<file path="src/design/mhd_pkg.sv">
// ----------------------------------------------------------------------------
// mhd_pkg
// shared constants, types and the arctangent table of the m-psk demapper
// ----------------------------------------------------------------------------
package mhd_pkg;

  localparam int SAMPLE_WIDTH_DEF = 16;
  localparam int PHASE_WIDTH_DEF  = 16;

  // angle accumulator: 2^32 units per full turn
  localparam int ACC_W = 32;

  // symbol index and bits-per-symbol register
  localparam int                SYM_W     = 6;
  localparam int                BPS_W     = 3;
  localparam logic [BPS_W-1:0] BPS_RESET = 3'd2;
  localparam logic [BPS_W-1:0] BPS_MIN   = 3'd1;
  localparam logic [BPS_W-1:0] BPS_MAX   = 3'd6;

  // control that travels with each word through the pipeline
  typedef struct packed {
    logic valid;
    logic zero;   // sample at the origin, phase forced to zero
  } stage_ctrl_t;

  // atan(2^-i) in turns scaled by 2^32, rounded to nearest
  function automatic logic [ACC_W-1:0] atan_turns(input logic [4:0] idx);
    logic [ACC_W-1:0] val;
    unique case (idx)
      5'd0:    val = 32'h20000000;
      5'd1:    val = 32'h12E4051E;
      5'd2:    val = 32'h09FB385B;
      5'd3:    val = 32'h051111D4;
      5'd4:    val = 32'h028B0D43;
      5'd5:    val = 32'h0145D7E1;
      5'd6:    val = 32'h00A2F61E;
      5'd7:    val = 32'h00517C55;
      5'd8:    val = 32'h0028BE53;
      5'd9:    val = 32'h00145F2F;
      5'd10:   val = 32'h000A2F98;
      5'd11:   val = 32'h000517CC;
      5'd12:   val = 32'h00028BE6;
      5'd13:   val = 32'h000145F3;
      5'd14:   val = 32'h0000A2FA;
      5'd15:   val = 32'h0000517D;
      5'd16:   val = 32'h000028BE;
      5'd17:   val = 32'h0000145F;
      5'd18:   val = 32'h00000A30;
      5'd19:   val = 32'h00000518;
      5'd20:   val = 32'h0000028C;
      5'd21:   val = 32'h00000146;
      5'd22:   val = 32'h000000A3;
      5'd23:   val = 32'h00000051;
      5'd24:   val = 32'h00000029;
      5'd25:   val = 32'h00000014;
      5'd26:   val = 32'h0000000A;
      5'd27:   val = 32'h00000005;
      5'd28:   val = 32'h00000003;
      5'd29:   val = 32'h00000001;
      5'd30:   val = 32'h00000001;
      default: val = 32'h00000000;
    endcase
    return val;
  endfunction

endpackage

</file>
<file path="src/design/mhd_out_skid.sv">
// ----------------------------------------------------------------------------
// mhd_out_skid
// output register with a skid slot, parts the pipeline from the receiver
// ----------------------------------------------------------------------------
module mhd_out_skid (
  input  logic                      clk_i,
  input  logic                      rst_ni,
  input  logic                      valid_i,
  input  logic [mhd_pkg::SYM_W-1:0] data_i,
  output logic                      ready_o,
  output logic                      valid_o,
  input  logic                      ready_i,
  output logic [mhd_pkg::SYM_W-1:0] data_o
);
  import mhd_pkg::*;

  logic             out_valid_q, out_valid_d, skid_valid_q, skid_valid_d;
  logic [SYM_W-1:0] out_data_q, out_data_d, skid_data_q, skid_data_d;
  logic             take;

  always_comb begin
    take         = ready_o && valid_i;
    out_valid_d  = out_valid_q;
    out_data_d   = out_data_q;
    skid_valid_d = skid_valid_q;
    skid_data_d  = skid_data_q;
    if (!out_valid_q || ready_i) begin
      if (skid_valid_q) begin
        out_valid_d  = 1'b1;
        out_data_d   = skid_data_q;
        skid_valid_d = 1'b0;
      end else begin
        out_valid_d = take;
        out_data_d  = data_i;
      end
    end else if (take) begin
      skid_valid_d = 1'b1;
      skid_data_d  = data_i;
    end
  end

  always_ff @(posedge clk_i or negedge rst_ni) begin
    if (!rst_ni) begin
      out_valid_q  <= 1'b0;
      skid_valid_q <= 1'b0;
    end else begin
      out_valid_q  <= out_valid_d;
      skid_valid_q <= skid_valid_d;
    end
  end

  always_ff @(posedge clk_i) begin
    out_data_q  <= out_data_d;
    skid_data_q <= skid_data_d;
  end

  assign ready_o = !skid_valid_q;
  assign valid_o = out_valid_q;
  assign data_o  = out_data_q;

endmodule
</file>
<file path="config.mk">
export PLATFORM = sky130hd
export DESIGN_NAME = mhd_out_skid
export DESIGN_NICKNAME = d
export VERILOG_FILES = /design/src/design/mhd_pkg.sv /design/src/design/mhd_out_skid.sv
export SDC_FILE = /design/constraint.sdc
export NUM_CORES = 1
export LEC_CHECK = 0
export ABC_CLOCK_PERIOD_IN_PS = 2980
export BUFFER_PORTS_ARGS = -buffer_cell sky130_fd_sc_hd__buf_2
export CAP_MARGIN = 20
export CORE_AREA = 5 5 42 44
export CTS_BUF_LIST = sky130_fd_sc_hd__clkbuf_4 sky130_fd_sc_hd__clkbuf_8
export DETAILED_ROUTE_END_ITERATION = 7
export DIE_AREA = 0 0 47 49
export HOLD_SLACK_MARGIN = 0.1
export PLACE_DENSITY = 0.67
export SLEW_MARGIN = 40
export SYNTH_ARGS = -nofsm -noshare
export SYNTH_HDL_FRONTEND = slang
export SYNTH_SLANG_ARGS = --single-unit
</file>
<file path="constraint.sdc">
create_clock -name clk_i -period 2.98 [get_ports clk_i]
set_input_delay 0 -clock clk_i [delete_from_list [all_inputs] [get_ports clk_i]]
set_output_delay 0 -clock clk_i [all_outputs]
set_load 0.03 [all_outputs]
</file>
Word level (Yosys, flattened, before mapping)

Cells that the tools add are included.

Bits of input ports: 10
Memories kept: 0
RAM bits: 0
Bits in read-only memories: 0
Flip-flop bits (word level): 14
Output and inout bits: 8
Latch bits: 0

Muxes and demuxes: 4
Div/mod/pow operators: 0
$add $sub $neg: 0
Bitwise operators: 1
Order comparisons: 0
Reductions and logical operators: 6
Shift-type cells: 0
Eq/ne operators: 0
$mul: 0

Operators by type and width:

| operator            | count |
|---|---|
| $mux W6             | 1 |
| $mux W1             | 3 |
| $logic_not A1 Y1    | 2 |
| $reduce_and A2 Y1   | 1 |
| $reduce_bool A2 Y1  | 1 |
| $logic_and A1 B1 Y1 | 1 |
| $logic_or A1 B1 Y1  | 1 |
| $not A1 Y1          | 1 |

Logic depth before layout (Yosys ltp)

Word-level depth: 4
Gate-level depth with buffers: 3
Gate-level depth less buffers: 2

Worst setup path after synthesis

No wires, ideal clock.

Path type: flip-flop to flip-flop
Start point: register out_valid_q (netlist: valid_o)
End point: register skid_data_q[0] (enable)
Setup time: 0.379 ns
Setup slack: 1.368 ns
Stages on the path, launching flop included: 3
Arrival time: 1.234 ns
Buffers on the path: 0
Clock period less this slack: 1.612 ns
Path through: dfrtp_1 > nand2b_4 > nor3b_1

Word-level cells in the longest chain between the ends: 4

RTL lines:

| element                     | RTL line           | source |
|---|---|---|
| from (decl)                 | mhd_out_skid.sv:17 | `logic out_valid_q, out_valid_d, skid_valid_q, skid_valid_d;` |
| from (signal assigned)      | mhd_out_skid.sv:47 | `out_valid_q <= out_valid_d;` |
| $logic_not A1 Y1            | mhd_out_skid.sv:27 | `if (!out_valid_q \|\| ready_i) begin` |
| $logic_or A1 B1 Y1          | mhd_out_skid.sv:27 |  |
| $not A1 Y1 (no line)        | --                 |  |
| $reduce_and A2 Y1 (no line) | --                 |  |
| to (signal assigned)        | mhd_out_skid.sv:54 | `skid_data_q <= skid_data_d;` |
| to (decl)                   | mhd_out_skid.sv:18 | `logic [SYM_W-1:0] out_data_q, out_data_d, skid_data_q, skid_data_d;` |

No other way between the ends.
A chain may end at the register's enable or synchronous reset.

Final worst setup path

Start point: register skid_valid_q
End point: register out_valid_q (netlist: valid_o)

Word-level cells in the longest chain between the ends: 3

RTL lines:

| element                | RTL line           | source |
|---|---|---|
| from (decl)            | mhd_out_skid.sv:17 |  |
| from (signal assigned) | mhd_out_skid.sv:48 | `skid_valid_q <= skid_valid_d;` |
| $logic_not A1 Y1       | mhd_out_skid.sv:57 | `assign ready_o = !skid_valid_q;` |
| $logic_and A1 B1 Y1    | mhd_out_skid.sv:22 | `take = ready_o && valid_i;` |
| $mux W1 (*)            | mhd_out_skid.sv:28 | `if (skid_valid_q) begin` |

Every way passes the cells marked *; elsewhere a longest branch is shown, timed or not.

==> flow_summary.toml <==
[outcome]
outcome = "complete, no violations"

[worst_setup_path]
cpLargestDelayFamily = "buffers and inverters"
start_kind = "flop"
worstSetupEndpointType = "flop"
path_depth = 3
rrSetupSlack_ps = 1530
cp_cell_sequence = "nor2_1 > nand2_1 > dlygate4sd3_1"
crit_fanout = 9
path_class = "reg2reg"
worstPathRequired_ps = 3130
crit_slowest_cell = "dlygate4sd3_1"
reg2reg_depth = 3
crit_buf_inv = 1
cp.arrival_ps = 1610
max_stage_delay_ps = 550

[yosys]
yosys.cell_types.count = 9
yosysTopAreaCellShare_pct = 65.8
synth.most_common_cell = "edfxtp_1"
synthCells = 27
synthTopCellsByArea = "edfxtp_1, mux2_4, dfrtp_1"
ys_seq_area_share_pct = 74.9
async_flop_share_pct = 14.3
yosys_most_used_dff = "edfxtp_1"
synth.largest_area_cell = "edfxtp_1"
synth_area_um2 = 548
synth_area_per_cell_um2 = 20.3
netlist_top_cells_count = "edfxtp_1, mux2_4, dfrtp_1, nor2_1"
synth_warnings = 0
synth_enable_flop_cells = 12
ys_ff_latch = 14
syn-num-nets = 37

[floorplan]
die_w_um = 47
start_util_pct = 39.1
die_h_um = 49
io_pins = 18
rows = 14
fp.dieArea_um2 = 2300
core_um2 = 1400

[global_routing]
antenna_found_initial = 0
grt_max_degree = 10
gr-total-overflow = 0
globalRouteTotalUtil_pct = 8.49
grt_pass1_vias = 301
grt_pass1_wl_um = 1340

[clock_network]
worstSkewPairLatency_ps = 270
root_buffer = "clkbuf_4"
clock-sinks = 14
clkTransAtPathRegs_ps = 80
cts_buffers = 3
cts_max_level = 1
cts_tree = "built"
cts_max_path_buffers = 2
cts_setup_buffers = 0
cts_resized = 0
cts_hold_buffers = 11

[route]
routed_wl_um = 806
drc = 0
ant_nets = 0
drtIter0Drc = 4
routed_via_density = 4.41
via_count = 326
drt_pre_antenna_iters = 5
wl_per_cell_um = 10.9

[timing]
fmax_mhz = 688
skew_ps = 5.64
min_period_ps = 1450
max_slew.worst_pin.slew_ps = 470
post-route-period-util_pct = 48.8
slew_headroom_pct = 68.5
drv_slew = 0
final_hold_viol_count = 0
final.setup.worst_slack_ps = 1530
rsz0062_at_grt = "false"
finalSetupViolCount = 0
fin_setup_tns_ps = 0

[hold_path]
hp-class = "in2reg"
worstHoldPathCells = 2

[pwr]
leakage_nw = 0.332
power_density_nw_per_um2 = 535
peakVddDrop_uv = 253

[placement]
post-place-ws_ps = 1300
portBuffers = 17
gp_congestion = 0.615

[layout]
nFillCells = 116
seq_area_um2 = 410
area_delta_synth_final_pct = 43.6
n_antenna_cell = 0
layout-drive-gt1-share_pct = 50.0
multi_input_area_um2 = 128
final_nets = 69

[job]
maxCapViolCount = 0
## where the power goes
part	total, mW	leakage (nW)	internal, mW	switching [mW]
Sequential	0.236	0.138	0.229	0.00706
Combinational	0.0706	0.175	0.0347	0.0359
Clock	0.115	0.0184	0.0609	0.0537
Total	0.421	0.332	0.324	0.0967
## state kept, by name, indices dropped and copies added, names as in the netlist
signal / flops
data_o: 6
skid_data_q: 6
skid_valid_q: 1
valid_o: 1
## metal layers
metal  wire length (um)  GRT usage, %  vias up
li1                   -             -      162
met1                355          11.5      146
met2                350          9.95       18
met3                100          4.80        0
met4                  0          5.53        0
met5                  0             0        -
## cell families after synthesis
group / after synthesis / synth area share, %
buffers and inverters: 2 / 2.74
flip-flops: 14 / 74.9
multiplexers: 6 / 16.4
AND/OR/NAND/NOR: 5 / 5.94
## cell type report
class	instances	share of cell area, %
Sequential cell	14	52.1
Timing Repair Buffer	28	24.8
Multi-Input combinational cell	11	16.2
Clock buffer	4	3.82
Tap cell	16	2.54
Inverter	1	0.477
## placed cells by master (no fill, tap or decap), drive strengths merged
| cell type | synthesis | final |
|---|---|---|
| inv | 1 | 1 |
| nand2 | 1 | 1 |
| nor3b | 1 | 1 |
| dlygate4sd3 | 0 | 11 |
| nor2 | 2 | 2 |
| nand2b | 1 | 1 |
| edfxtp | 12 | 12 |
| buf | 1 | 17 |
| clkbuf | 0 | 4 |
| mux2 | 6 | 6 |
| dfrtp | 2 | 2 |
## stage by stage
stage                     utilization, %  instance area, um2  hold slack [ps]  total power [mW]  cells
final                               56.2                 787              455             0.421     74
after global routing                56.2                 787              453             0.447     74
after CTS                           55.8                 782              440             0.428     74
after detailed placement            45.8                 642             -207             0.300     59
after global placement              45.8                 642             -208             0.299     59
after floorplan                        -                 548             -296             0.283     27
## final timing paths
kind	from	to
worst min register to register	skid_data_q[0]$_DFFE_PP_	data_o[0]$_DFFE_PP_
worst min-delay path	data_i[5]	skid_data_q[5]$_DFFE_PP_
min in group asynchronous	rst_ni	skid_valid_q$_DFFE_PN0P_
worst max register to register	skid_valid_q$_DFFE_PN0P_	valid_o$_DFFE_PN0P_
max in group asynchronous	rst_ni	valid_o$_DFFE_PN0P_
worst max-delay path	skid_valid_q$_DFFE_PN0P_	valid_o$_DFFE_PN0P_
Note: power is estimated with default switching activity, not from simulation.
