`src/design/mhd_pkg.sv`:
```
// ----------------------------------------------------------------------------
// mhd_pkg
// shared constants, types and the arctangent table of the m-psk demapper
// ----------------------------------------------------------------------------
package mhd_pkg;

  localparam int SAMPLE_WIDTH_DEF = 16;
  localparam int PHASE_WIDTH_DEF  = 16;

  // angle accumulator: 2^32 units per full turn
  localparam int ACC_W = 32;

  // symbol index and bits-per-symbol register
  localparam int                SYM_W     = 6;
  localparam int                BPS_W     = 3;
  localparam logic [BPS_W-1:0] BPS_RESET = 3'd2;
  localparam logic [BPS_W-1:0] BPS_MIN   = 3'd1;
  localparam logic [BPS_W-1:0] BPS_MAX   = 3'd6;

  // control that travels with each word through the pipeline
  typedef struct packed {
    logic valid;
    logic zero;   // sample at the origin, phase forced to zero
  } stage_ctrl_t;

  // atan(2^-i) in turns scaled by 2^32, rounded to nearest
  function automatic logic [ACC_W-1:0] atan_turns(input logic [4:0] idx);
    logic [ACC_W-1:0] val;
    unique case (idx)
      5'd0:    val = 32'h20000000;
      5'd1:    val = 32'h12E4051E;
      5'd2:    val = 32'h09FB385B;
      5'd3:    val = 32'h051111D4;
      5'd4:    val = 32'h028B0D43;
      5'd5:    val = 32'h0145D7E1;
      5'd6:    val = 32'h00A2F61E;
      5'd7:    val = 32'h00517C55;
      5'd8:    val = 32'h0028BE53;
      5'd9:    val = 32'h00145F2F;
      5'd10:   val = 32'h000A2F98;
      5'd11:   val = 32'h000517CC;
      5'd12:   val = 32'h00028BE6;
      5'd13:   val = 32'h000145F3;
      5'd14:   val = 32'h0000A2FA;
      5'd15:   val = 32'h0000517D;
      5'd16:   val = 32'h000028BE;
      5'd17:   val = 32'h0000145F;
      5'd18:   val = 32'h00000A30;
      5'd19:   val = 32'h00000518;
      5'd20:   val = 32'h0000028C;
      5'd21:   val = 32'h00000146;
      5'd22:   val = 32'h000000A3;
      5'd23:   val = 32'h00000051;
      5'd24:   val = 32'h00000029;
      5'd25:   val = 32'h00000014;
      5'd26:   val = 32'h0000000A;
      5'd27:   val = 32'h00000005;
      5'd28:   val = 32'h00000003;
      5'd29:   val = 32'h00000001;
      5'd30:   val = 32'h00000001;
      default: val = 32'h00000000;
    endcase
    return val;
  endfunction

endpackage

```
`src/design/mhd_input_stage.sv`:
```
// ----------------------------------------------------------------------------
// mhd_input_stage
// scales the i/q sample, folds the left half plane and registers the result
// ----------------------------------------------------------------------------
module mhd_input_stage #(
  parameter int SAMPLE_WIDTH = mhd_pkg::SAMPLE_WIDTH_DEF,
  parameter int PHASE_WIDTH  = mhd_pkg::PHASE_WIDTH_DEF,
  parameter int DP_W         = SAMPLE_WIDTH + PHASE_WIDTH + 5
) (
  input  logic                      clk_i,
  input  logic                      rst_ni,
  input  logic                      en_i,
  input  logic                      valid_i,
  input  logic [SAMPLE_WIDTH-1:0]   in_phase_i,
  input  logic [SAMPLE_WIDTH-1:0]   quadrature_i,
  output mhd_pkg::stage_ctrl_t      ctrl_o,
  output logic signed [DP_W-1:0]    x_o,
  output logic signed [DP_W-1:0]    y_o,
  output logic [mhd_pkg::ACC_W-1:0] acc_o
);
  import mhd_pkg::*;

  logic signed [DP_W-1:0] xs, ys;
  logic signed [DP_W-1:0] x_d, y_d, x_q, y_q;
  logic [ACC_W-1:0]       acc_d, acc_q;
  stage_ctrl_t            ctrl_d, ctrl_q;

  always_comb begin
    xs = {{(DP_W-SAMPLE_WIDTH){in_phase_i[SAMPLE_WIDTH-1]}}, in_phase_i};
    ys = {{(DP_W-SAMPLE_WIDTH){quadrature_i[SAMPLE_WIDTH-1]}}, quadrature_i};
    xs = xs <<< (PHASE_WIDTH + 2);
    ys = ys <<< (PHASE_WIDTH + 2);
    // left half plane: rotate by half a turn
    if (xs < 0) begin
      x_d   = -xs;
      y_d   = -ys;
      acc_d = {1'b1, {(ACC_W-1){1'b0}}};
    end else begin
      x_d   = xs;
      y_d   = ys;
      acc_d = '0;
    end
    ctrl_d.valid = valid_i;
    ctrl_d.zero  = (in_phase_i == '0) && (quadrature_i == '0);
  end

  always_ff @(posedge clk_i or negedge rst_ni) begin
    if (!rst_ni) begin
      ctrl_q <= '0;
    end else if (en_i) begin
      ctrl_q <= ctrl_d;
    end
  end

  always_ff @(posedge clk_i) begin
    if (en_i) begin
      x_q   <= x_d;
      y_q   <= y_d;
      acc_q <= acc_d;
    end
  end

  assign ctrl_o = ctrl_q;
  assign x_o    = x_q;
  assign y_o    = y_q;
  assign acc_o  = acc_q;

endmodule

```
`config.mk`:
```
export PLATFORM = sky130hd
export DESIGN_NAME = mhd_input_stage
export DESIGN_NICKNAME = d
export VERILOG_FILES = /design/src/design/mhd_pkg.sv /design/src/design/mhd_input_stage.sv
export SDC_FILE = /design/constraint.sdc
export NUM_CORES = 1
export LEC_CHECK = 0
export BUFFER_PORTS_ARGS = -buffer_cell sky130_fd_sc_hd__buf_2
export CAP_MARGIN = 20
export CORE_MARGIN = 8
export CORE_UTILIZATION = 41
export CTS_BUF_LIST = sky130_fd_sc_hd__clkbuf_8
export DETAILED_ROUTE_END_ITERATION = 8
export GPL_TIMING_DRIVEN = 0
export PLACE_DENSITY = 0.83
export RECOVER_POWER = 50
export SLEW_MARGIN = 20
export SYNTH_ARGS = -nofsm -noshare
export SYNTH_HDL_FRONTEND = slang
export SYNTH_SLANG_ARGS = --single-unit
```
`constraint.sdc`:
```
create_clock -name clk_i -period 0.8 [get_ports clk_i]
set_input_delay 0.04 -clock clk_i [delete_from_list [all_inputs] [get_ports clk_i]]
set_output_delay 0.04 -clock clk_i [all_outputs]
set_load 0.005 [all_outputs]
```
# Word-level counts from Yosys, hierarchy flattened
# Index checks and enable logic that the tools add are counted.
# W data, S select, Z words.
[op_classes] add_sub_neg=2 n_lt_le_gt_ge=1 muxes=3 n_reduce_logical=3
[ops] cell="$mux W37" n=2
[ops] cell="$neg A34 Y37" n=2
[ops] cell="$lt A34 B1 Y1 const B" n=1
[ops] cell="$logic_not A16 Y1" n=2
[ops] cell="$mux W32" n=1
[ops] cell="$logic_and A1 B1 Y1" n=1
[totals] regBits=108 input_bits=36 out_inout_bits=108 elab_cells=16

# Logic depth before layout (Yosys ltp)
# Gate-level depths: netlist of run 1.
[depth] word_depth=2 depth_mapped=6 mapped_depth_nobuf=6

# Worst setup path before layout of run 1
# Ideal clock, no wire load.
[synth_path] kind="input -> register" startpoint="input quadrature_i[1]" endpoint="register y_q[30], in the netlist y_o[30] (data pin)" setup_time_ps=260 arrival_ps=1419 t_required_ps=540 setup_slack_ps=-879 stages=6 path_buffers=0 path_cell_list="inv_1 -> ha_1 -> or3b_2 -> or4_4 -> o31ai_2 -> xnor2_1"
[synth_between] elab_chain_cells=2
[synth_lines] element="start: declaration" line_no="mhd_input_stage.sv:15" text="input logic [SAMPLE_WIDTH-1:0] quadrature_i,"
[synth_lines] element="$neg A34 Y37" line_no="mhd_input_stage.sv:36" text="y_d = -ys;"
[synth_lines] element="$mux W37" line_no="mhd_input_stage.sv:34" text="if (xs < 0) begin"
[synth_lines] element="via y_d[30]" line_no="mhd_input_stage.sv:24" text="logic signed [DP_W-1:0] x_d, y_d, x_q, y_q;"
[synth_lines] element="end signal: assignment" line_no="mhd_input_stage.sv:58" text="y_q <= y_d;"
[synth_lines] element="end: declaration" line_no="mhd_input_stage.sv:24"
# The timed path passes the listed nets, and every way through them passes these cells.
# A chain may end at the register's enable or synchronous reset.

# Worst setup path after layout of run 1
[layout_path] startpoint="input quadrature_i[5]" endpoint="register y_q[31], in the netlist y_o[31] (data pin)"
# The elaborated chain is that of the path after synthesis.

==> results.py, run 1 <==
metrics = {
    "worst_setup_path": {
        "start_kind": "primary input",
        "critPathArrivalTime_ns": 1.52,
        "slowest_delay_ns": 0.55,
        "slowest_stage": "or4_4",
        "path_cells": "buf_8 > or4_4 > or4_4 > o41ai_4 > xnor2_1",
        "crit_type": "primary input to register",
        "cp.required_ns": 0.85,
        "ff2ff_path_depth": 2,
        "cp_max_fo": 4,
        "critPathMostFrequentCell": "or4_4",
        "critPathBufInv": 1,
        "critPathTopFamily": "simple AND/OR/NAND/NOR gates",
        "cp-end-kind": "register",
        "crit_cells": 5,
    },
    "finish": {
        "nNetsFinal": 422,
        "mostFrequentLayoutCell": "buf_4",
        "post-route-util": 0.663,
        "final_cell_mix": "79 x buf_4, 70 x conb_1, 59 x buf_2, 39 x edfxtp_1, 26 x xnor2_1",
        "n_antenna_cell": 0,
        "synthToLayoutAreaGrowth_pct": 58.5,
        "drive_gt1_frac": 0.535,
    },
    "synthesis": {
        "synth_area_leader_cell": "edfxtp_1",
        "synthFlopType": "edfxtp_1",
        "syn_avg_cell_area_sq_um": 11.6,
        "async_flop_share": 0.0488,
        "synth_compound_area_frac": 0.0772,
        "ys_seq_area_frac": 0.499,
        "synth_top_family_by_area": "buffers and inverters",
        "synthTopCellsByArea": "edfxtp_1 48%, buf_4 21%, xnor2_1 9.7%",
        "syn_area_sq_um": 2450,
        "ys.warnings.count": 0,
        "synthSimpleGateAreaFrac": 0.0900,
        "netlist_instances": 211,
        "synth-seq-cells": 41,
        "synth_top_area_share": 0.479,
        "synthXorXnorAreaFrac": 0.0966,
        "ys_types": 31,
        "yosys-mux-area-fraction": 0.00460,
        "synth_edf_count": 39,
        "synthAdderAreaFrac": 0.0102,
    },
    "sta": {
        "finalCriticalPeriod_ns": 1.47,
        "slew_headroom": 0.609,
        "finalSetupViolations": 73,
        "slew_violations": 0,
        "finalHoldViolations": 0,
        "fin_ws_ns": -0.675,
        "tns_ns": -12.91,
        "worst-slew-pin-transition_ns": 0.586,
        "fin_skew_ns": 0,
        "finalCritPeriodShare": 1.84,
        "max_freq_mhz": 678,
        "rsz0062_at_grt": "yes",
    },
    "placed_design": {
        "io_buffers": 76,
        "routabilityCongestion": 0.726,
        "hpwl_microns": 4820,
    },
    "route": {
        "wl_per_cell_microns": 13.5,
        "vias": 1901,
        "ant_nets": 0,
        "finalWirelength_microns": 6220,
        "drtPass1Iterations": 4,
        "viasPerCell": 4.13,
        "drc_errors": 0,
        "drtIter0Drc": 103,
    },
    "global_route": {
        "grt_pass1_wl_microns": 9950,
        "grt.overflow.total": 0,
        "grt_use_total": 0.146,
        "grt_pass1_vias": 2067,
        "grt_max_degree": 43,
        "antenna_found_initial": 0,
    },
    "min_path": {
        "hold_path.class": "primary input to register",
        "whs_path_depth": 2,
    },
    "clock_network": {
        "clk_path_buf_depth": 2,
        "cts_root_buf": "clkbuf_8",
        "h-tree-depth": 2,
        "cts_buffers": 5,
        "clk_pin_slew_ns": 0.07,
        "cts_tree": "yes",
        "clock-sinks": 41,
        "clkLatencyLatePin_ns": 0.29,
    },
    "status": {
        "status": "finished, violations left",
        "failed_checks": "setup timing",
    },
    "pwr": {
        "total_power_w": 0.00556,
        "power_density_nw_per_um2": 1430,
        "leakage_nw": 1.82,
        "max-vdd-ir-drop_uv": 986,
    },
    "die": {
        "row_count": 28,
        "initial_core_util": 0.418,
        "die_y_microns": 93.3,
        "dieArea_sq_um": 8700,
        "core_area_sq_um": 5850,
        "ios": 144,
        "die_w_microns": 93.3,
    },
    "job": {
        "drv_cap": 0,
    },
}
[cell usage after synthesis, types with 2 or more instances]
cell      instances
o31ai_1           6
nand3b_1          2
o21ai_0          10
or4_1             2
nand2b_1          4
nor3_1            5
xnor2_1          27
or4_4             4
o41ai_2           2
dfrtp_1           2
nand2_1          11
inv_1             6
buf_4            67
ha_1              2
clkbuf_1          4
edfxtp_1         39
nor2_1            3
o41ai_1           2
[worst reg2reg max path: cells and delay by family (launching register included)]
kind	cells	cell delay (ns)
buffers and inverters	1	0.13
AO/OA/AOI/OAI	1	0.21
flip-flops	1	0.38
[worst paths after layout]
check | to | slack, ns | startpoint
worst max-delay path | y_o[31]$_DFFE_PP_ | -0.67 | quadrature_i[5]
worst min-delay path | y_o[25]$_DFFE_PP_ | 0.03 | quadrature_i[7]
worst max register to register | ctrl_o[0]$_DFFE_PN0P_ | -0.03 | ctrl_o[0]$_DFFE_PN0P_
worst min register to register | ctrl_o[1]$_DFFE_PN0P_ | 0.51 | ctrl_o[1]$_DFFE_PN0P_
max in group asynchronous | ctrl_o[0]$_DFFE_PN0P_ | 0.60 | rst_ni
min in group asynchronous | ctrl_o[1]$_DFFE_PN0P_ | 0.07 | rst_ni
[report_power, final]
| part | switching (W) | internal [W] | total [W] |
|---|---|---|---|
| combinational | 0.000600 | 0.000705 | 0.00131 |
| sequential | 0.0000512 | 0.00260 | 0.00265 |
| clock | 0.000697 | 0.000908 | 0.00160 |
[cells by family after synthesis]
group / Yosys count
AND/OR/NAND/NOR: 37
other: 1
AO/OA/AOI/OAI: 25
flip-flops: 41
XOR/XNOR: 27
multiplexers: 1
adder cells (fa/ha/maj): 2
buffers and inverters: 77
[per-layer routing]
| metal | vias up | GRT usage | wire, microns |
|---|---|---|---|
| li1 | 951 | - | - |
| met1 | 836 | 0.151 | 2250 |
| met2 | 105 | 0.240 | 3010 |
| met3 | 9 | 0.0761 | 848 |
| met4 | 0 | 0.0644 | 102 |
| met5 | - | 0 | 0 |
[through the flow]
stage | area, sq um | hold slack (ns) | std cells | worst slack [ns]
3_5_place_dp | 3360 | -0.172 | 431 | -1.03
2_1_floorplan | 2880 | -0.256 | 280 | -0.836
3_3_place_gp | 3360 | -0.175 | 431 | -1.02
6_report | 3880 | 0.0256 | 460 | -0.675
5_1_grt | 3880 | 0.00141 | 460 | -0.707
4_1_cts | 3820 | 0.0121 | 456 | -0.679
[state kept, by name (all words and copies together) (netlist names)]
register  cells
acc_o         1
x_o          19
ctrl_o        2
y_o          19
[area by class of cell]
class                      count  area (sq um)
tap                           75          93.8
inverter                       6          45.0
timing repair buffer          97           672
fill                         435          1970
multi-input combinational    162          1170
buffer                        71           571
clock buffer                   5          68.8
sequential                    41          1220
clock inverter                 3          37.5
[repair_timing]
| action | 4_1_cts | 5_1_grt |
|---|---|---|
| hold buffers | 2 | 1 |
| pin swaps | 18 | 10 |
| endpoints found under the setup margin | 109 | 70 |
| buffers inserted | 15 | 3 |
| hold endpoints to repair | 3 | 1 |
| gates resized for setup | 49 | 15 |
No activity file was read; power rests on OpenSTA's default activity.
==> inputs of run 2 (changes only) <==
--- a/config.mk
+++ b/config.mk
@@ -5,7 +5,7 @@
 export SDC_FILE = /design/constraint.sdc
 export NUM_CORES = 1
 export LEC_CHECK = 0
-export BUFFER_PORTS_ARGS = -buffer_cell sky130_fd_sc_hd__buf_2
+export BUFFER_PORTS_ARGS = -buffer_cell sky130_fd_sc_hd__buf_4
 export CAP_MARGIN = 20
 export CORE_MARGIN = 8
 export CORE_UTILIZATION = 41
==> run 2 against run 1 <==
Compared with the run above: the run still ends with setup timing left; routed wire length rose by 9.3%; die area did not move; critical endpoint unchanged; fmax decreased by 2.6%; via count up 3.7%.
==> results.py, run 2 (same netlist as run 1, synthesis figures left out) <==
metrics = {
    "status": {
        "status": "finished, violations left",
        "failed_checks": "setup timing",
    },
    "sta": {
        "slew_headroom": 0.608,
        "finalCriticalPeriod_ns": 1.51,
        "slew_violations": 0,
        "rsz0062_at_grt": "yes",
        "finalSetupViolations": 72,
        "finalHoldViolations": 0,
        "max_freq_mhz": 660,
        "hold_slack_ns": 0.0328,
        "worst-slew-pin-transition_ns": 0.588,
        "fin_ws_ns": -0.715,
        "finalCritPeriodShare": 1.89,
        "tns_ns": -13.61,
        "fin_skew_ns": 0,
    },
    "die": {
        "die_w_microns": 93.3,
        "core_area_sq_um": 5850,
        "row_count": 28,
        "die_y_microns": 93.3,
        "dieArea_sq_um": 8700,
        "ios": 144,
        "initial_core_util": 0.418,
    },
    "global_route": {
        "use_met3": 0.0801,
        "antenna_found_initial": 0,
        "grt_use_total": 0.159,
        "grt_pass1_vias": 2103,
        "grt.met2_usage": 0.276,
        "grt.busiest_layer": "met2",
        "grt_util_met1": 0.158,
        "grt.overflow.total": 0,
        "grt_pass1_wl_microns": 10800,
        "grt_max_degree": 43,
    },
    "finish": {
        "fill_cells": 409,
        "drive_gt1_frac": 0.547,
        "nNetsFinal": 423,
        "synthToLayoutAreaGrowth_pct": 69.3,
        "fin_area_sq_um": 4140,
        "n_antenna_cell": 0,
        "final_cell_mix": "116 x buf_4, 70 x conb_1, 39 x edfxtp_1, 37 x buf_6, 26 x xnor2_1",
        "mostFrequentLayoutCell": "buf_4",
    },
    "worst_setup_path": {
        "slowest_stage": "or4_4",
        "critPathTopFamily": "simple AND/OR/NAND/NOR gates",
        "cp_max_fo": 3,
        "slowest_delay_ns": 0.53,
        "cp-end-kind": "register",
        "critPathBufInv": 1,
        "cp.required_ns": 0.84,
        "critPathArrivalTime_ns": 1.56,
        "crit_type": "primary input to register",
        "start_kind": "primary input",
        "path_cells": "buf_8 > or4_4 > or4_4 > o41ai_4 > xnor2_1",
        "reg2reg_slack_ns": -0.08,
        "critPathMostFrequentCell": "or4_4",
    },
    "clock_network": {
        "clk_path_buf_depth": 2,
        "cts_root_buf": "clkbuf_8",
        "cts_tree": "yes",
        "clkLatencyLatePin_ns": 0.28,
        "h-tree-depth": 2,
        "clk_pin_slew_ns": 0.08,
        "cts_buffers": 5,
        "clock-sinks": 41,
    },
    "route": {
        "finalWirelength_microns": 6790,
        "drc_errors": 0,
        "ant_nets": 0,
        "viasPerCell": 4.28,
        "drtIter0Drc": 99,
        "drtPass1Iterations": 4,
        "wl_per_cell_microns": 14.7,
        "vias": 1971,
    },
    "placed_design": {
        "placed_area_sq_um": 3550,
        "routabilityCongestion": 0.737,
        "io_buffers": 76,
        "hpwl_microns": 5000,
    },
    "job": {
        "drv_cap": 0,
    },
    "pwr": {
        "power_density_nw_per_um2": 1350,
        "leakage_nw": 1.91,
        "max-vdd-ir-drop_uv": 989,
        "total_power_w": 0.00558,
    },
    "min_path": {
        "hold_path.class": "primary input to register",
    },
}
==> run 2: changes by cell type in the layout (fill, tap and decap cells not counted), sizes merged <==
cell / previous run / this run
buf: 158 / 161
bufinv: 1 / 0
clkbuf: 12 / 10
clkinv: 1 / 2
dlygate4sd3: 3 / 4
inv: 7 / 6
==> run 2: power by group <==
| part | internal, W | switching [W] |
|---|---|---|
| Sequential | 0.00260 | 0.0000786 |
| Clock | 0.000683 | 0.000684 |
| Combinational | 0.000906 | 0.000624 |
| Total | 0.00419 | 0.00139 |
==> run 2: final timing paths <==
path	startpoint	endpoint	cells past startpoint
worst max-delay path	quadrature_i[3]	y_o[31]$_DFFE_PP_	5
worst min-delay path	quadrature_i[3]	y_o[21]$_DFFE_PP_	2
worst max register to register	ctrl_o[0]$_DFFE_PN0P_	ctrl_o[0]$_DFFE_PN0P_	2
worst min register to register	ctrl_o[1]$_DFFE_PN0P_	ctrl_o[1]$_DFFE_PN0P_	1
max in group asynchronous	rst_ni	ctrl_o[0]$_DFFE_PN0P_	2
min in group asynchronous	rst_ni	ctrl_o[1]$_DFFE_PN0P_	2
==> run 2: repair_timing <==
item	in CTS	in global routing
pin swaps	12	10
hold buffers	4	0
gates resized for setup	46	32
setup buffers	13	5
hold endpoints to repair	5	0
cloned	0	0
endpoints found under the setup margin	67	69
==> run 2: final cells by class <==
cell class,count,area (sq um),share of cell area
clock inverter,2,8.76,0.00211
multi-input combinational,162,1200,0.291
clock buffer,6,82.6,0.0199
inverter,6,45.0,0.0109
timing repair buffer,98,932,0.225
tap,75,93.8,0.0227
sequential,41,1220,0.295
buffer,71,554,0.134
==> run 2: per-stage QoR <==
| stage | setup WS, ns | instances | util |
|---|---|---|---|
| floorplan | -0.836 | 280 | - |
| global placement | -1.02 | 431 | 0.606 |
| detailed placement | -1.03 | 431 | 0.606 |
| CTS | -0.673 | 456 | 0.683 |
| global route | -0.735 | 461 | 0.708 |
| finish | -0.715 | 461 | 0.708 |
==> run 2: metal layers <==
layer	routed length, microns	vias up
li1	-	949
met1	2360	898
met2	3470	115
met3	841	9
met4	123	0
met5	0	-
