[src/design/mhd_pkg.sv]
// ----------------------------------------------------------------------------
// mhd_pkg
// shared constants, types and the arctangent table of the m-psk demapper
// ----------------------------------------------------------------------------
package mhd_pkg;

  localparam int SAMPLE_WIDTH_DEF = 16;
  localparam int PHASE_WIDTH_DEF  = 16;

  // angle accumulator: 2^32 units per full turn
  localparam int ACC_W = 32;

  // symbol index and bits-per-symbol register
  localparam int                SYM_W     = 6;
  localparam int                BPS_W     = 3;
  localparam logic [BPS_W-1:0] BPS_RESET = 3'd2;
  localparam logic [BPS_W-1:0] BPS_MIN   = 3'd1;
  localparam logic [BPS_W-1:0] BPS_MAX   = 3'd6;

  // control that travels with each word through the pipeline
  typedef struct packed {
    logic valid;
    logic zero;   // sample at the origin, phase forced to zero
  } stage_ctrl_t;

  // atan(2^-i) in turns scaled by 2^32, rounded to nearest
  function automatic logic [ACC_W-1:0] atan_turns(input logic [4:0] idx);
    logic [ACC_W-1:0] val;
    unique case (idx)
      5'd0:    val = 32'h20000000;
      5'd1:    val = 32'h12E4051E;
      5'd2:    val = 32'h09FB385B;
      5'd3:    val = 32'h051111D4;
      5'd4:    val = 32'h028B0D43;
      5'd5:    val = 32'h0145D7E1;
      5'd6:    val = 32'h00A2F61E;
      5'd7:    val = 32'h00517C55;
      5'd8:    val = 32'h0028BE53;
      5'd9:    val = 32'h00145F2F;
      5'd10:   val = 32'h000A2F98;
      5'd11:   val = 32'h000517CC;
      5'd12:   val = 32'h00028BE6;
      5'd13:   val = 32'h000145F3;
      5'd14:   val = 32'h0000A2FA;
      5'd15:   val = 32'h0000517D;
      5'd16:   val = 32'h000028BE;
      5'd17:   val = 32'h0000145F;
      5'd18:   val = 32'h00000A30;
      5'd19:   val = 32'h00000518;
      5'd20:   val = 32'h0000028C;
      5'd21:   val = 32'h00000146;
      5'd22:   val = 32'h000000A3;
      5'd23:   val = 32'h00000051;
      5'd24:   val = 32'h00000029;
      5'd25:   val = 32'h00000014;
      5'd26:   val = 32'h0000000A;
      5'd27:   val = 32'h00000005;
      5'd28:   val = 32'h00000003;
      5'd29:   val = 32'h00000001;
      5'd30:   val = 32'h00000001;
      default: val = 32'h00000000;
    endcase
    return val;
  endfunction

endpackage

[src/design/mhd_decide.sv]
// ----------------------------------------------------------------------------
// mhd_decide
// rounds the angle to phase_width bits, then picks the m-psk sector
// ----------------------------------------------------------------------------
module mhd_decide #(
  parameter int PHASE_WIDTH = mhd_pkg::PHASE_WIDTH_DEF
) (
  input  logic                      clk_i,
  input  logic                      rst_ni,
  input  logic                      en_i,
  input  logic [mhd_pkg::BPS_W-1:0] bps_i,
  input  mhd_pkg::stage_ctrl_t      ctrl_i,
  input  logic [mhd_pkg::ACC_W-1:0] acc_i,
  output logic                      valid_o,
  output logic [mhd_pkg::SYM_W-1:0] sym_o
);
  import mhd_pkg::*;

  localparam logic [ACC_W-1:0]       RND = ACC_W'(1) << (ACC_W - 1 - PHASE_WIDTH);
  localparam logic [PHASE_WIDTH-1:0] ONE = PHASE_WIDTH'(1);

  logic [ACC_W-1:0]       acc_r;
  logic [PHASE_WIDTH-1:0] ph_d, ph_q, half_m1, t;
  logic [4:0]             sh;
  logic [BPS_W-1:0]       bps_c, top_sh;
  logic [SYM_W-1:0]       top, sym_d, sym_q;
  logic                   v1_q, v2_q;

  // stage one: round half up
  always_comb begin
    acc_r = acc_i + RND;
    ph_d  = ctrl_i.zero ? '0 : acc_r[ACC_W-1 -: PHASE_WIDTH];
  end

  // stage two: sector of width 2^(phase_width - bps), centered on zero
  always_comb begin
    if (bps_i < BPS_MIN) begin
      bps_c = BPS_MIN;
    end else if (bps_i > BPS_MAX) begin
      bps_c = BPS_MAX;
    end else begin
      bps_c = bps_i;
    end
    sh      = 5'(PHASE_WIDTH) - {2'b00, bps_c};
    half_m1 = (ONE << (sh - 5'd1)) - ONE;
    t       = ph_q + half_m1;
    top     = t[PHASE_WIDTH-1 -: SYM_W];
    top_sh  = 3'(SYM_W) - bps_c;
    sym_d   = top >> top_sh;
  end

  always_ff @(posedge clk_i or negedge rst_ni) begin
    if (!rst_ni) begin
      v1_q <= 1'b0;
      v2_q <= 1'b0;
    end else if (en_i) begin
      v1_q <= ctrl_i.valid;
      v2_q <= v1_q;
    end
  end

  always_ff @(posedge clk_i) begin
    if (en_i) begin
      ph_q  <= ph_d;
      sym_q <= sym_d;
    end
  end

  assign valid_o = v2_q;
  assign sym_o   = sym_q;

endmodule

[config.mk]
export PLATFORM = sky130hd
export DESIGN_NAME = mhd_decide
export DESIGN_NICKNAME = d
export VERILOG_FILES = /design/src/design/mhd_pkg.sv /design/src/design/mhd_decide.sv
export SDC_FILE = /design/constraint.sdc
export NUM_CORES = 1
export LEC_CHECK = 0
export ABC_AREA = 1
export ABC_CLOCK_PERIOD_IN_PS = 2900
export BUFFER_PORTS_ARGS = -buffer_cell sky130_fd_sc_hd__clkbuf_2
export CORE_ASPECT_RATIO = 0.6
export CORE_MARGIN = 2
export CORE_UTILIZATION = 25
export CTS_CLUSTER_DIAMETER = 150
export DETAILED_ROUTE_END_ITERATION = 8
export PLACE_DENSITY = 0.54
export RECOVER_POWER = 50
export SLEW_MARGIN = 30
export SYNTH_ARGS = -nofsm -noshare
export SYNTH_HDL_FRONTEND = slang
export SYNTH_SLANG_ARGS = --single-unit
[constraint.sdc]
create_clock -name clk_i -period 2.9 [get_ports clk_i]
set_input_delay 0.435 -clock clk_i [delete_from_list [all_inputs] [get_ports clk_i]]
set_output_delay 0.435 -clock clk_i [all_outputs]
set_load 0.1 [all_outputs]
== Yosys cells after proc, flatten, opt, wreduce, memory -nomap -nowiden ==
Cells that the tools add are included.
Operators by class
  equality and inequality tests: 0
  shift-type cells: 2
  reduce and logical (&&, ||, !) cells: 0
  div/mod/pow operators: 0
  $mul: 0
  $add $sub $neg: 6
  multiplexer cells: 2
  magnitude comparators: 2
  bitwise gates (word level): 0
Operators with widths (count)
  adder 32 x 16 -> 32 bit (second input constant): 1
  adder 16 bit: 1
  left shift 1 x 5 -> 16 bit (first input constant): 1
  subtractor 16 x 1 -> 16 bit (second input constant): 1
  2-to-1 mux 3 bit: 2
  right shift 6 x 3 -> 6 bit: 1
  subtractor 5 x 1 -> 5 bit (second input constant): 1
  subtractor 5 x 3 -> 5 bit (first input constant): 1
  greater-than comparator 3 bit (second input constant): 1
  < comparator 3 x 1 -> 1 bit (second input constant): 1
  subtractor 3 bit (first input constant): 1
Word-level totals
  memory bits (read-only): 0
  word-level logic and storage cells: 16
  input bits: 40
  bits in writable memories: 0
  output and inout port bits: 7
  register bits after elaboration: 24
  latch bits: 0
  memories: 0

== Depth between registers and ports, before layout ==
Gate-level depths: netlist of run 1.
  depth after elaboration: 9
  depth in mapped cells: 23
  mapped depth without buffers: 21

== Least setup slack after synthesis of run 1 ==
OpenSTA, ideal clock, no wires.
  path kind: input to register
  start point: input bps_i[2] (netlist bit)
  end point: register sym_q[2], in the netlist sym_o[2] (data pin)
  arrival: 2.741 ns
  data required time: 2.648 ns
  setup slack: -0.092 ns
  stages on the path: 21
  buffers on the path: 2
  setup time: 0.252 ns
  cells stage by stage: buf_4 -> inv_2 -> o21ai_1 -> o21a_1 -> buf_4 -> inv_2 -> ha_1 -> nand2_1 -> ha_1 -> inv_1 -> ha_1 -> nand2_1 -> inv_1 -> a21oi_2 -> inv_1 -> a21oi_2 -> nand3_1 -> nand3_1 -> nand2_1 -> nor2_1 -> nor2_1
On the way
  cells in the longest elaborated chain, start to end: 9
  elaborated cells on any way between the ends: 11
  classes of those cells: add/sub: 5; order compare: 2; shift: 2; mux: 2
Ends and longest elaborated chain
  start, declared: line mhd_decide.sv:11  | input logic [mhd_pkg::BPS_W-1:0] bps_i,
  greater-than comparator 3 bit: line mhd_decide.sv:39  | end else if (bps_i > BPS_MAX) begin
  2-to-1 mux 3 bit: line mhd_decide.sv:39
  2-to-1 mux 3 bit *: line mhd_decide.sv:37  | if (bps_i < BPS_MIN) begin
  subtractor 5 x 3 -> 5 bit: line mhd_decide.sv:44  | sh = 5'(PHASE_WIDTH) - {2'b00, bps_c};
  subtractor 5 x 1 -> 5 bit: line mhd_decide.sv:45  | half_m1 = (ONE << (sh - 5'd1)) - ONE;
  left shift 1 x 5 -> 16 bit: line mhd_decide.sv:45
  subtractor 16 x 1 -> 16 bit: line mhd_decide.sv:45
  adder 16 bit: line mhd_decide.sv:46  | t = ph_q + half_m1;
  right shift 6 x 3 -> 6 bit *: line mhd_decide.sv:49  | sym_d = top >> top_sh;
  end signal, assigned: line mhd_decide.sv:65  | sym_q <= sym_d;
  end, declared: line mhd_decide.sv:26  | logic [SYM_W-1:0] top, sym_d, sym_q;
Every way passes the cells marked *; elsewhere a longest branch is shown, timed or not.
A chain may end at the register's enable or synchronous reset.

== Worst setup path after layout of run 1 ==
  start point: input bps_i[2] (netlist bit)
  end point: register sym_q[1], in the netlist sym_o[1] (data pin)
On the way
  cells in the longest elaborated chain, start to end: 9
  elaborated cells on any way between the ends: 11
  classes of those cells: add/sub: 5; order compare: 2; shift: 2; mux: 2
Ends and longest elaborated chain (line)
  greater-than comparator 3 bit: mhd_decide.sv:39
  2-to-1 mux 3 bit: mhd_decide.sv:39
  2-to-1 mux 3 bit *: mhd_decide.sv:37
  subtractor 5 x 3 -> 5 bit: mhd_decide.sv:44
  subtractor 5 x 1 -> 5 bit: mhd_decide.sv:45
  left shift 1 x 5 -> 16 bit: mhd_decide.sv:45
  subtractor 16 x 1 -> 16 bit: mhd_decide.sv:45
  adder 16 bit: mhd_decide.sv:46
  right shift 6 x 3 -> 6 bit *: mhd_decide.sv:49
  net sym_d[1]: mhd_decide.sv:26
The timed path passes the listed nets; every way through them passes the cells marked *.

==> results of run 1 <==
## kinds of logic (layout without fill, tap and decap cells)
group,Yosys count,after routing
and+or+nand+nor,183,183
xor gates and xnor gates,4,4
AOI/OAI and AO/OA,37,37
buffers and inverters,88,138
adders and majority gates,26,26
DFF,24,24
## layout make-up
type                            count  share of cell area [%]
Multi-Input combinational cell    250                   48.42
Sequential cell                    24                   23.01
Inverter                           84                   10.29
Timing Repair Buffer               50                   9.603
Tap cell                          130                   5.267
Clock buffer                        3                   2.431
Clock inverter                      1                  0.9724
## metrics by stage
| stage | setup slack (ns) | std cells | utilization, % | hold WS, ns | power, mW |
|---|---|---|---|---|---|
| global placement | -0.1524 | 536 | 30.99 | 0.2213 | 1.064 |
| detailed placement | -0.1683 | 536 | 30.99 | 0.2240 | 1.071 |
| global route | -0.02402 | 542 | 33.12 | 0.4250 | 1.638 |
| CTS | 0.1120 | 541 | 32.22 | 0.3830 | 1.483 |
| floorplan | 0.01298 | 362 | - | 0.1394 | 0.8952 |
| finish | 0.1724 | 542 | 33.12 | 0.3824 | 1.515 |
## power breakdown
part	switching [mW]	total [mW]	internal, mW
Sequential	0.0121	0.432	0.419
Combinational	0.438	0.678	0.240
Clock	0.130	0.405	0.275
## registers in the layout, indices dropped and copies added, names as in the netlist
name	cells
ph_q	16
valid_o	1
v1_q	1
sym_o	6
## layer usage
| layer | up-vias | GRT usage (%) |
|---|---|---|
| met1 | 991 | 16.46 |
| met2 | 34 | 16.54 |
| met5 | - | 0 |
| met3 | 2 | 3.030 |
| li1 | 1238 | - |
| met4 | 0 | 1.304 |
## worst register-to-register path, cell delays in order (launching register included)
cell      delay, ns
edfxtp_1       0.33
inv_1          0.06
ha_1           0.27
inv_1          0.04
ha_1           0.35
a21oi_1        0.25
nand2_1        0.10
a21oi_2        0.13
nand2_1        0.06
nand2_1        0.07
nand3_1        0.10
nand3_1        0.09
nand2_1        0.06
nand2_1        0.05
nand2_1        0.05
## path summary, 6_finish.rpt
kind	start	slack, ns	endpoint	cells past startpoint
min in group asynchronous	rst_ni	0.48	valid_o	2
worst max register to register	ph_q[13]	0.67	sym_o[1]	14
worst min-delay path	ctrl_i[1]	0.38	v1_q	3
max in group asynchronous	rst_ni	2.30	v1_q	2
worst max-delay path	bps_i[2]	0.17	sym_o[1]	20
worst min register to register	v1_q	0.51	valid_o	2
## cells in the final DEF (no fill, tap or decap), drive strengths merged, types with 2 or more instances in the layout
cell type | synthesis | routed
ha | 26 | 26
nand4 | 6 | 6
buf | 2 | 18
nor3b | 3 | 3
o21a | 3 | 3
inv | 84 | 84
nand3 | 33 | 33
nor2 | 27 | 27
xnor2 | 3 | 3
nor3 | 3 | 3
edfxtp | 22 | 22
o21ai | 12 | 12
or2 | 2 | 2
a21oi | 22 | 22
dfrtp | 2 | 2
clkbuf | 2 | 34
nand2 | 108 | 108
## repair_timing
action,CTS,global route
hold endpoints to repair,2,0
hold buffers,1,0
gates resized for setup,0,22
endpoints found under the setup margin,0,6
buffers inserted,0,1
==> impl_metrics.json, run 1 <==
{
  "first_iter_violations": 114,
  "route.met2.wl_mm": 2.126,
  "critPathCaptureType": "flop",
  "synth_edf_count": 22,
  "wl_met3_um": 218,
  "async_reset_ff_share_pct": 8.333,
  "insertion_delay_ns": 0.27,
  "wl_met1_mm": 3.163,
  "synthesis.area_um2": 2435,
  "power.density_nw_per_um2": 490.5,
  "slowest_stage": "ha_1",
  "synthDistinctLibCells": 28,
  "synth.top_cells.by_count": "nand2_1, inv_1, nand3_1, ha_1, nor2_1",
  "grt_max_degree": 27,
  "maxCapViolations": 0,
  "dpl_cell_area_um2": 2889,
  "muxShareOfSynthArea_pct": 0,
  "multi_input_area_um2": 1495,
  "ir_worst_vdd_mv": 0.1790,
  "ys_dominant_reg_cell": "edfxtp_1",
  "dp.final_hpwl_mm": 4.647,
  "worst-setup-path-type": "in2reg",
  "ant_nets": 0,
  "synth_fa_ha_area_share_pct": 13.36,
  "relSlewSlack_pct": 2.263,
  "routed_via_density": 4.179,
  "yosysSeqAreaShare_pct": 29.19,
  "postSynthAreaPerCell_um2": 6.726,
  "gp_congestion": 0.8440,
  "cts_max_level": 1,
  "coreArea_um2": 9324,
  "cts_made_buffers": 3,
  "path_cells": "clkbuf_2 -> buf_4 -> o21a_2 -> inv_4 -> ha_2 -> nand2_1 -> ha_1 -> inv_2 -> ha_4 -> nand2_2 -> inv_1 -> a21oi_2 -> buf_4 -> nand4_1 -> nand2_1 -> nand2_1 -> nand3_1 -> nand2_1 -> nand2_1 -> nand2_1",
  "fillers": 1031,
  "numClockSinks": 24,
  "clockBufferDepth": 2,
  "drt-wirelength-per-cell_um": 10.17,
  "clk_pin_slew_worst_paths_ns": 0.07,
  "yosysTopAreaCellShare_pct": 27.13,
  "first_pass_iters": 4,
  "drc": 0,
  "max_slew.worst_pin.slew_ns": 1.466,
  "die_w_um": 131.4,
  "tns_ns": 0,
  "cp.arrival_ns": 2.76,
  "syn_inst": 362,
  "boundaryPins": 47,
  "cp.required_ns": 2.93,
  "cts_root_buf": "clkbuf_16",
  "vias": 2265,
  "grt_overflow_total": 0,
  "die_height_um": 80.45,
  "synth_xor_area_share_pct": 1.439,
  "regArea_um2": 710.7,
  "syn-num-nets": 428,
  "synth_compound_area_share_pct": 8.376,
  "fin_crit_ns": 2.728,
  "crit_fanout": 4,
  "cpPeakStageDelay_ns": 0.29,
  "cpMostUsedCell": "nand2_1",
  "setup_viol": 0,
  "leakage_nw": 1.596,
  "ys_ff_latch": 24,
  "ys_top_cells_by_area": "edfxtp_1, nand2_1, ha_1",
  "num_antenna_cells": 0,
  "cts_tree": "yes",
  "hold_path.class": "in2reg",
  "fin_nets": 479,
  "grt_usage_pct": 11.16,
  "top_layer_used": "met4",
  "yosys.area_share.simple_pct": 33.76,
  "wirelength_mm": 5.514,
  "syn2layout_area_growth_pct": 26.82,
  "port_buffers": 31,
  "finalHoldViolCount": 0,
  "min_period_over_period_pct": 94.06,
  "finClkSkew_ns": 0.003440,
  "antenna_found_initial": 0,
  "start_util_pct": 26.11,
  "grt_first_pass_wirelength_mm": 9.515,
  "final_max_slew_viol_count": 0,
  "final_area_um2": 3088,
  "status": "finished, final reports clean",
  "grt_pass1_vias": 2135,
  "synth_warnings": 0,
  "critPathBufInv": 6,
  "max_freq_ghz": 0.3666,
  "path_delay_family": "adder cells",
  "rows": 27,
  "synth_top_family_by_area": "simple AND/OR/NAND/NOR gates",
  "die_area_um2": 10570,
  "synth.most_common_cell": "nand2_1",
  "synth.largest_area_cell": "edfxtp_1",
  "drive_gt1_share_pct": 23.06,
  "startpoint_type": "input port"
}
(Power assumes the default switching activity.)
==> run 2: changes to the inputs <==
- ABC_CLOCK_PERIOD_IN_PS: 2900 -> 2800
- clock period: 2.9 -> 2.8 ns (I/O delays scaled with it)
==> impl_metrics.json, run 2 (synthesis gave the netlist of run 1 again) <==
{
  "status": "finished, final reports clean",
  "min_from": "ctrl_i[1]",
  "fillers": 1004,
  "cp.arrival_ns": 2.68,
  "grt_first_pass_wirelength_mm": 9.749,
  "syn2layout_area_growth_pct": 34.53,
  "die_w_um": 131.4,
  "drive_gt1_share_pct": 29.85,
  "numClockSinks": 24,
  "clk_pin_slew_worst_paths_ns": 0.06,
  "ant_nets": 0,
  "top_register": "ph_q",
  "setup_viol": 0,
  "final_common_cell": "nand2_1",
  "grt_pass1_vias": 2135,
  "crit_start": "bps_i[1]",
  "drc": 0,
  "dp.final_hpwl_mm": 4.755,
  "startpoint_type": "input port",
  "maxCapViolations": 0,
  "cts_tree": "yes",
  "worst-setup-path-type": "in2reg",
  "ir_worst_vdd_mv": 0.1977,
  "final_util_pct": 35.13,
  "slowest_stage": "ha_4",
  "finClkSkew_ns": 0.001007,
  "power.total_mw": 1.650,
  "fin_crit_ns": 2.649,
  "cts_max_level": 1,
  "grt_usage_pct": 11.38,
  "first_iter_violations": 96,
  "cts_made_buffers": 3,
  "reg2regPathDepth": 14,
  "die_area_um2": 10570,
  "fin_nets": 479,
  "insertion_delay_ns": 0.27,
  "power.density_nw_per_um2": 503.7,
  "final_area_um2": 3276,
  "grt_max_degree": 27,
  "min_period_over_period_pct": 94.61,
  "die_height_um": 80.45,
  "cp.required_ns": 2.83,
  "rows": 27,
  "drt-wirelength-per-cell_um": 10.68,
  "vias": 2272,
  "cpPeakStageDelay_ns": 0.30,
  "start_util_pct": 26.11,
  "worstHoldPathCells": 3,
  "max_slew.worst_pin.slew_ns": 1.413,
  "grt_overflow_total": 0,
  "num_antenna_cells": 0,
  "final_max_slew_viol_count": 0,
  "regArea_um2": 710.7,
  "dpl_cell_area_um2": 2943,
  "routed_via_density": 4.192,
  "cts_root_buf": "clkbuf_16",
  "largest_reg_flops": 16,
  "hold_path.class": "in2reg",
  "first_pass_iters": 4,
  "max_freq_ghz": 0.3775,
  "gp_congestion": 0.8340,
  "path_cells": "buf_4 -> buf_4 -> o21a_4 -> clkinv_4 -> ha_4 -> nand2_1 -> ha_1 -> inv_2 -> ha_4 -> nand2_2 -> inv_2 -> nand2_1 -> nor2_2 -> o21ai_2 -> nand3_1 -> nand2_1 -> nand3_1 -> nand3_1 -> nand3_1 -> nand2_1",
  "wirelength_mm": 5.789,
  "finalHoldViolCount": 0,
  "port_buffers": 31,
  "critPathCaptureType": "flop",
  "final_cell_mix": "nand2_1, inv_1, clkbuf_2, nand3_1, edfxtp_1",
  "reg2reg_from": "ph_q[13]",
  "coreArea_um2": 9324,
  "antenna_found_initial": 0,
  "crit_fanout": 4,
  "boundaryPins": 47,
  "clockBufferDepth": 2,
  "relSlewSlack_pct": 5.783,
  "multi_input_area_um2": 1673,
  "leakage_nw": 1.617
}
-- run 2: changes by cell type in the layout (fill, tap and decap cells not counted), sizes merged --
cell,before,now
buf,18,20
clkbuf,34,32
clkinv,0,1
inv,84,83
-- run 2: worst paths after layout --
| kind | endpoint | slack [ns] |
|---|---|---|
| setup / recovery | sym_o[0] | 0.15 |
| hold / removal | v1_q | 0.36 |
| setup reg to reg | sym_o[1] | 0.66 |
| hold reg to reg | valid_o | 0.52 |
| max in group asynchronous | valid_o | 2.21 |
| min in group asynchronous | v1_q | 0.47 |
-- run 2: what timing repair did --
action                                  CTS  global route
gates cloned                              0             0
buffers inserted                          0             3
hold buffers                              1             0
endpoints found under the setup margin    3             6
hold endpoints to repair                  2             0
pin swaps                                 0            17
resized for setup                         1            53
-- run 2: through the flow --
stage,setup TNS (ns),worst slack [ns],std cells,hold WS (ns)
6_report,0,0.1510,542,0.3624
5_1_grt,-0.02216,-0.01408,542,0.3851
4_1_cts,0,0.05446,539,0.3656
3_5_place_dp,-1.563,-0.2936,534,0.2080
3_3_place_gp,-1.379,-0.2651,534,0.2058
2_1_floorplan,0,0.008968,362,0.1244
-- run 2: cell type report --
cell class                      count  area share, %
Inverter                           84          9.855
Tap cell                          130          4.966
Timing Repair Buffer               50          9.205
Multi-Input combinational cell    250          51.07
Clock buffer                        3          2.292
Sequential cell                    24          21.70
Clock inverter                      1         0.9167
-- run 2: critical path: cells and delay by family --
kind	cells	cell delay, ns
and+or+nand+nor	10	0.77
adders and majority gates	3	0.70
buffers and inverters	5	0.45
AOI/OAI and AO/OA	2	0.33
-- run 2: routing by layer --
metal  vias up  GRT usage, %  part of all wire (%)
li1       1239             -                     -
met1       992         16.67                    55
met2        37         17.38                    40
met3         4         2.841                   4.5
met4         0        0.9783                  0.26
met5         -             0                     0
-- run 2: power breakdown --
part           internal [mW]  switching [mW]
Sequential             0.434          0.0128
Combinational          0.289           0.493
Clock                  0.285           0.136
Total                   1.01           0.642
==> run 3: changes to the inputs <==
- ABC_CLOCK_PERIOD_IN_PS: 2800 -> 2150
- PLACE_DENSITY: 0.54 -> 0.56
- SKIP_CTS_REPAIR_TIMING: default -> 1
- clock period: 2.8 -> 2.15 ns (I/O delays scaled with it)
==> impl_metrics.json, run 3 (synthesis gave the netlist of run 1 again) <==
{
  "status": "finished with violations",
  "violations": "negative setup slack",
  "top_register": "ph_q",
  "min_period_over_period_pct": 121.4,
  "critPathCaptureType": "flop",
  "coreArea_um2": 9324,
  "ant_nets": 0,
  "grt_first_pass_wirelength_mm": 9.694,
  "hold_path.class": "in2reg",
  "leakage_nw": 1.672,
  "fin_ws_ns": -0.4603,
  "final_util_pct": 36.62,
  "die_w_um": 131.4,
  "gp_congestion": 0.8090,
  "cts_root_buf": "clkbuf_16",
  "numClockSinks": 24,
  "setup_viol": 6,
  "cts_made_buffers": 3,
  "cp.arrival_ns": 2.64,
  "routed_via_density": 4.244,
  "die_height_um": 80.45,
  "start_util_pct": 26.11,
  "fin_crit_ns": 2.610,
  "power.total_mw": 2.251,
  "power.density_nw_per_um2": 659.2,
  "whs_ns": 0.2639,
  "first_pass_iters": 4,
  "vias": 2309,
  "final_common_cell": "nand2_1",
  "placed_cells": 536,
  "final_cell_mix": "nand2_1, inv_1, clkbuf_2, edfxtp_1, nand2_2",
  "rsz0062_at_grt": "true",
  "largest_reg_flops": 16,
  "die_area_um2": 10570,
  "grt_overflow_total": 0,
  "cp.required_ns": 2.18,
  "clockBufferDepth": 2,
  "clk_pin_slew_worst_paths_ns": 0.07,
  "first_iter_violations": 124,
  "final_max_slew_viol_count": 0,
  "antenna_found_initial": 0,
  "ir_worst_vdd_mv": 0.2811,
  "worst-setup-path-type": "in2reg",
  "drt-wirelength-per-cell_um": 11.20,
  "final_cells": 544,
  "port_buffers": 31,
  "drc": 0,
  "syn2layout_area_growth_pct": 40.24,
  "dp.final_hpwl_mm": 4.770,
  "grt_usage_pct": 11.59,
  "grt_max_degree": 27,
  "cts_max_level": 1,
  "finalHoldViolCount": 0,
  "relSlewSlack_pct": 6.564,
  "max_freq_ghz": 0.3831,
  "max_slew.worst_pin.slew_ns": 1.402,
  "grt_pass1_vias": 2101,
  "rows": 27,
  "fin_nets": 481,
  "boundaryPins": 47,
  "crit_fanout": 4,
  "maxCapViolations": 0,
  "num_antenna_cells": 0,
  "drive_gt1_share_pct": 36.23,
  "wirelength_mm": 6.095,
  "insertion_delay_ns": 0.27,
  "startpoint_type": "input port",
  "finClkSkew_ns": 0.002793,
  "cts_tree": "yes"
}
[run 3: worst paths after layout]
check	from	cells past startpoint	slack, ns	endpoint
setup / recovery	bps_i[2]	22	-0.46	sym_o[2]
max in group asynchronous	rst_ni	2	1.66	v1_q
min in group asynchronous	rst_ni	2	0.37	valid_o
hold reg to reg	v1_q	2	0.52	valid_o
hold / removal	ctrl_i[1]	3	0.26	v1_q
setup reg to reg	ph_q[10]	15	-0.02	sym_o[2]
[run 3: cell type report]
| cell class | count | area [µm²] |
|---|---|---|
| fillers | 995 | 5909 |
| inverters | 84 | 330.3 |
| well taps | 130 | 162.7 |
| multi-input cells | 250 | 1774 |
| repair buffers | 52 | 331.6 |
| flip-flops and latches | 24 | 710.7 |
| clock inverters | 1 | 30.03 |
| clock buffers | 3 | 75.07 |
[run 3: power by group]
group / leakage (nW) / switching, mW / total, mW / internal [mW]
clock: 0.0511 / 0.178 / 0.549 / 0.371
sequential: 0.240 / 0.0162 / 0.582 / 0.566
combinational: 1.38 / 0.705 / 1.12 / 0.415
total: 1.67 / 0.899 / 2.25 / 1.35
[run 3: metrics by stage]
step	setup TNS, ns	instance area, µm²	setup slack, ns
floorplan	-2.847	2571	-0.5063
global placement	-4.302	2983	-0.7498
detailed placement	-4.525	2983	-0.7864
CTS	-2.878	3088	-0.5101
global route	-3.233	3415	-0.5787
finish	-2.424	3415	-0.4603
[run 3: metal layers]
| layer | vias up | global-route usage (%) | wire length (µm) |
|---|---|---|---|
| li1 | 1245 | - | - |
| met2 | 44 | 16.91 | 2478 |
| met5 | - | 0 | 0 |
| met4 | 0 | 2.609 | 46 |
| met1 | 1015 | 17.06 | 3295 |
| met3 | 5 | 2.778 | 275 |
[run 3: critical path, stage by stage]
cell     delay [ns]
buf_8          0.08
inv_4          0.03
o21ai_2        0.13
o21a_1         0.21
buf_6          0.14
inv_8          0.04
ha_4           0.14
nand2_1        0.07
ha_1           0.23
inv_2          0.07
ha_4           0.23
nand2_4        0.09
nor2_4         0.04
buf_4          0.12
a21oi_2        0.16
nand2_1        0.09
nand2_2        0.09
nand2_2        0.06
nand2_2        0.07
nand3_1        0.08
nand2_1        0.08
nor2_1         0.04
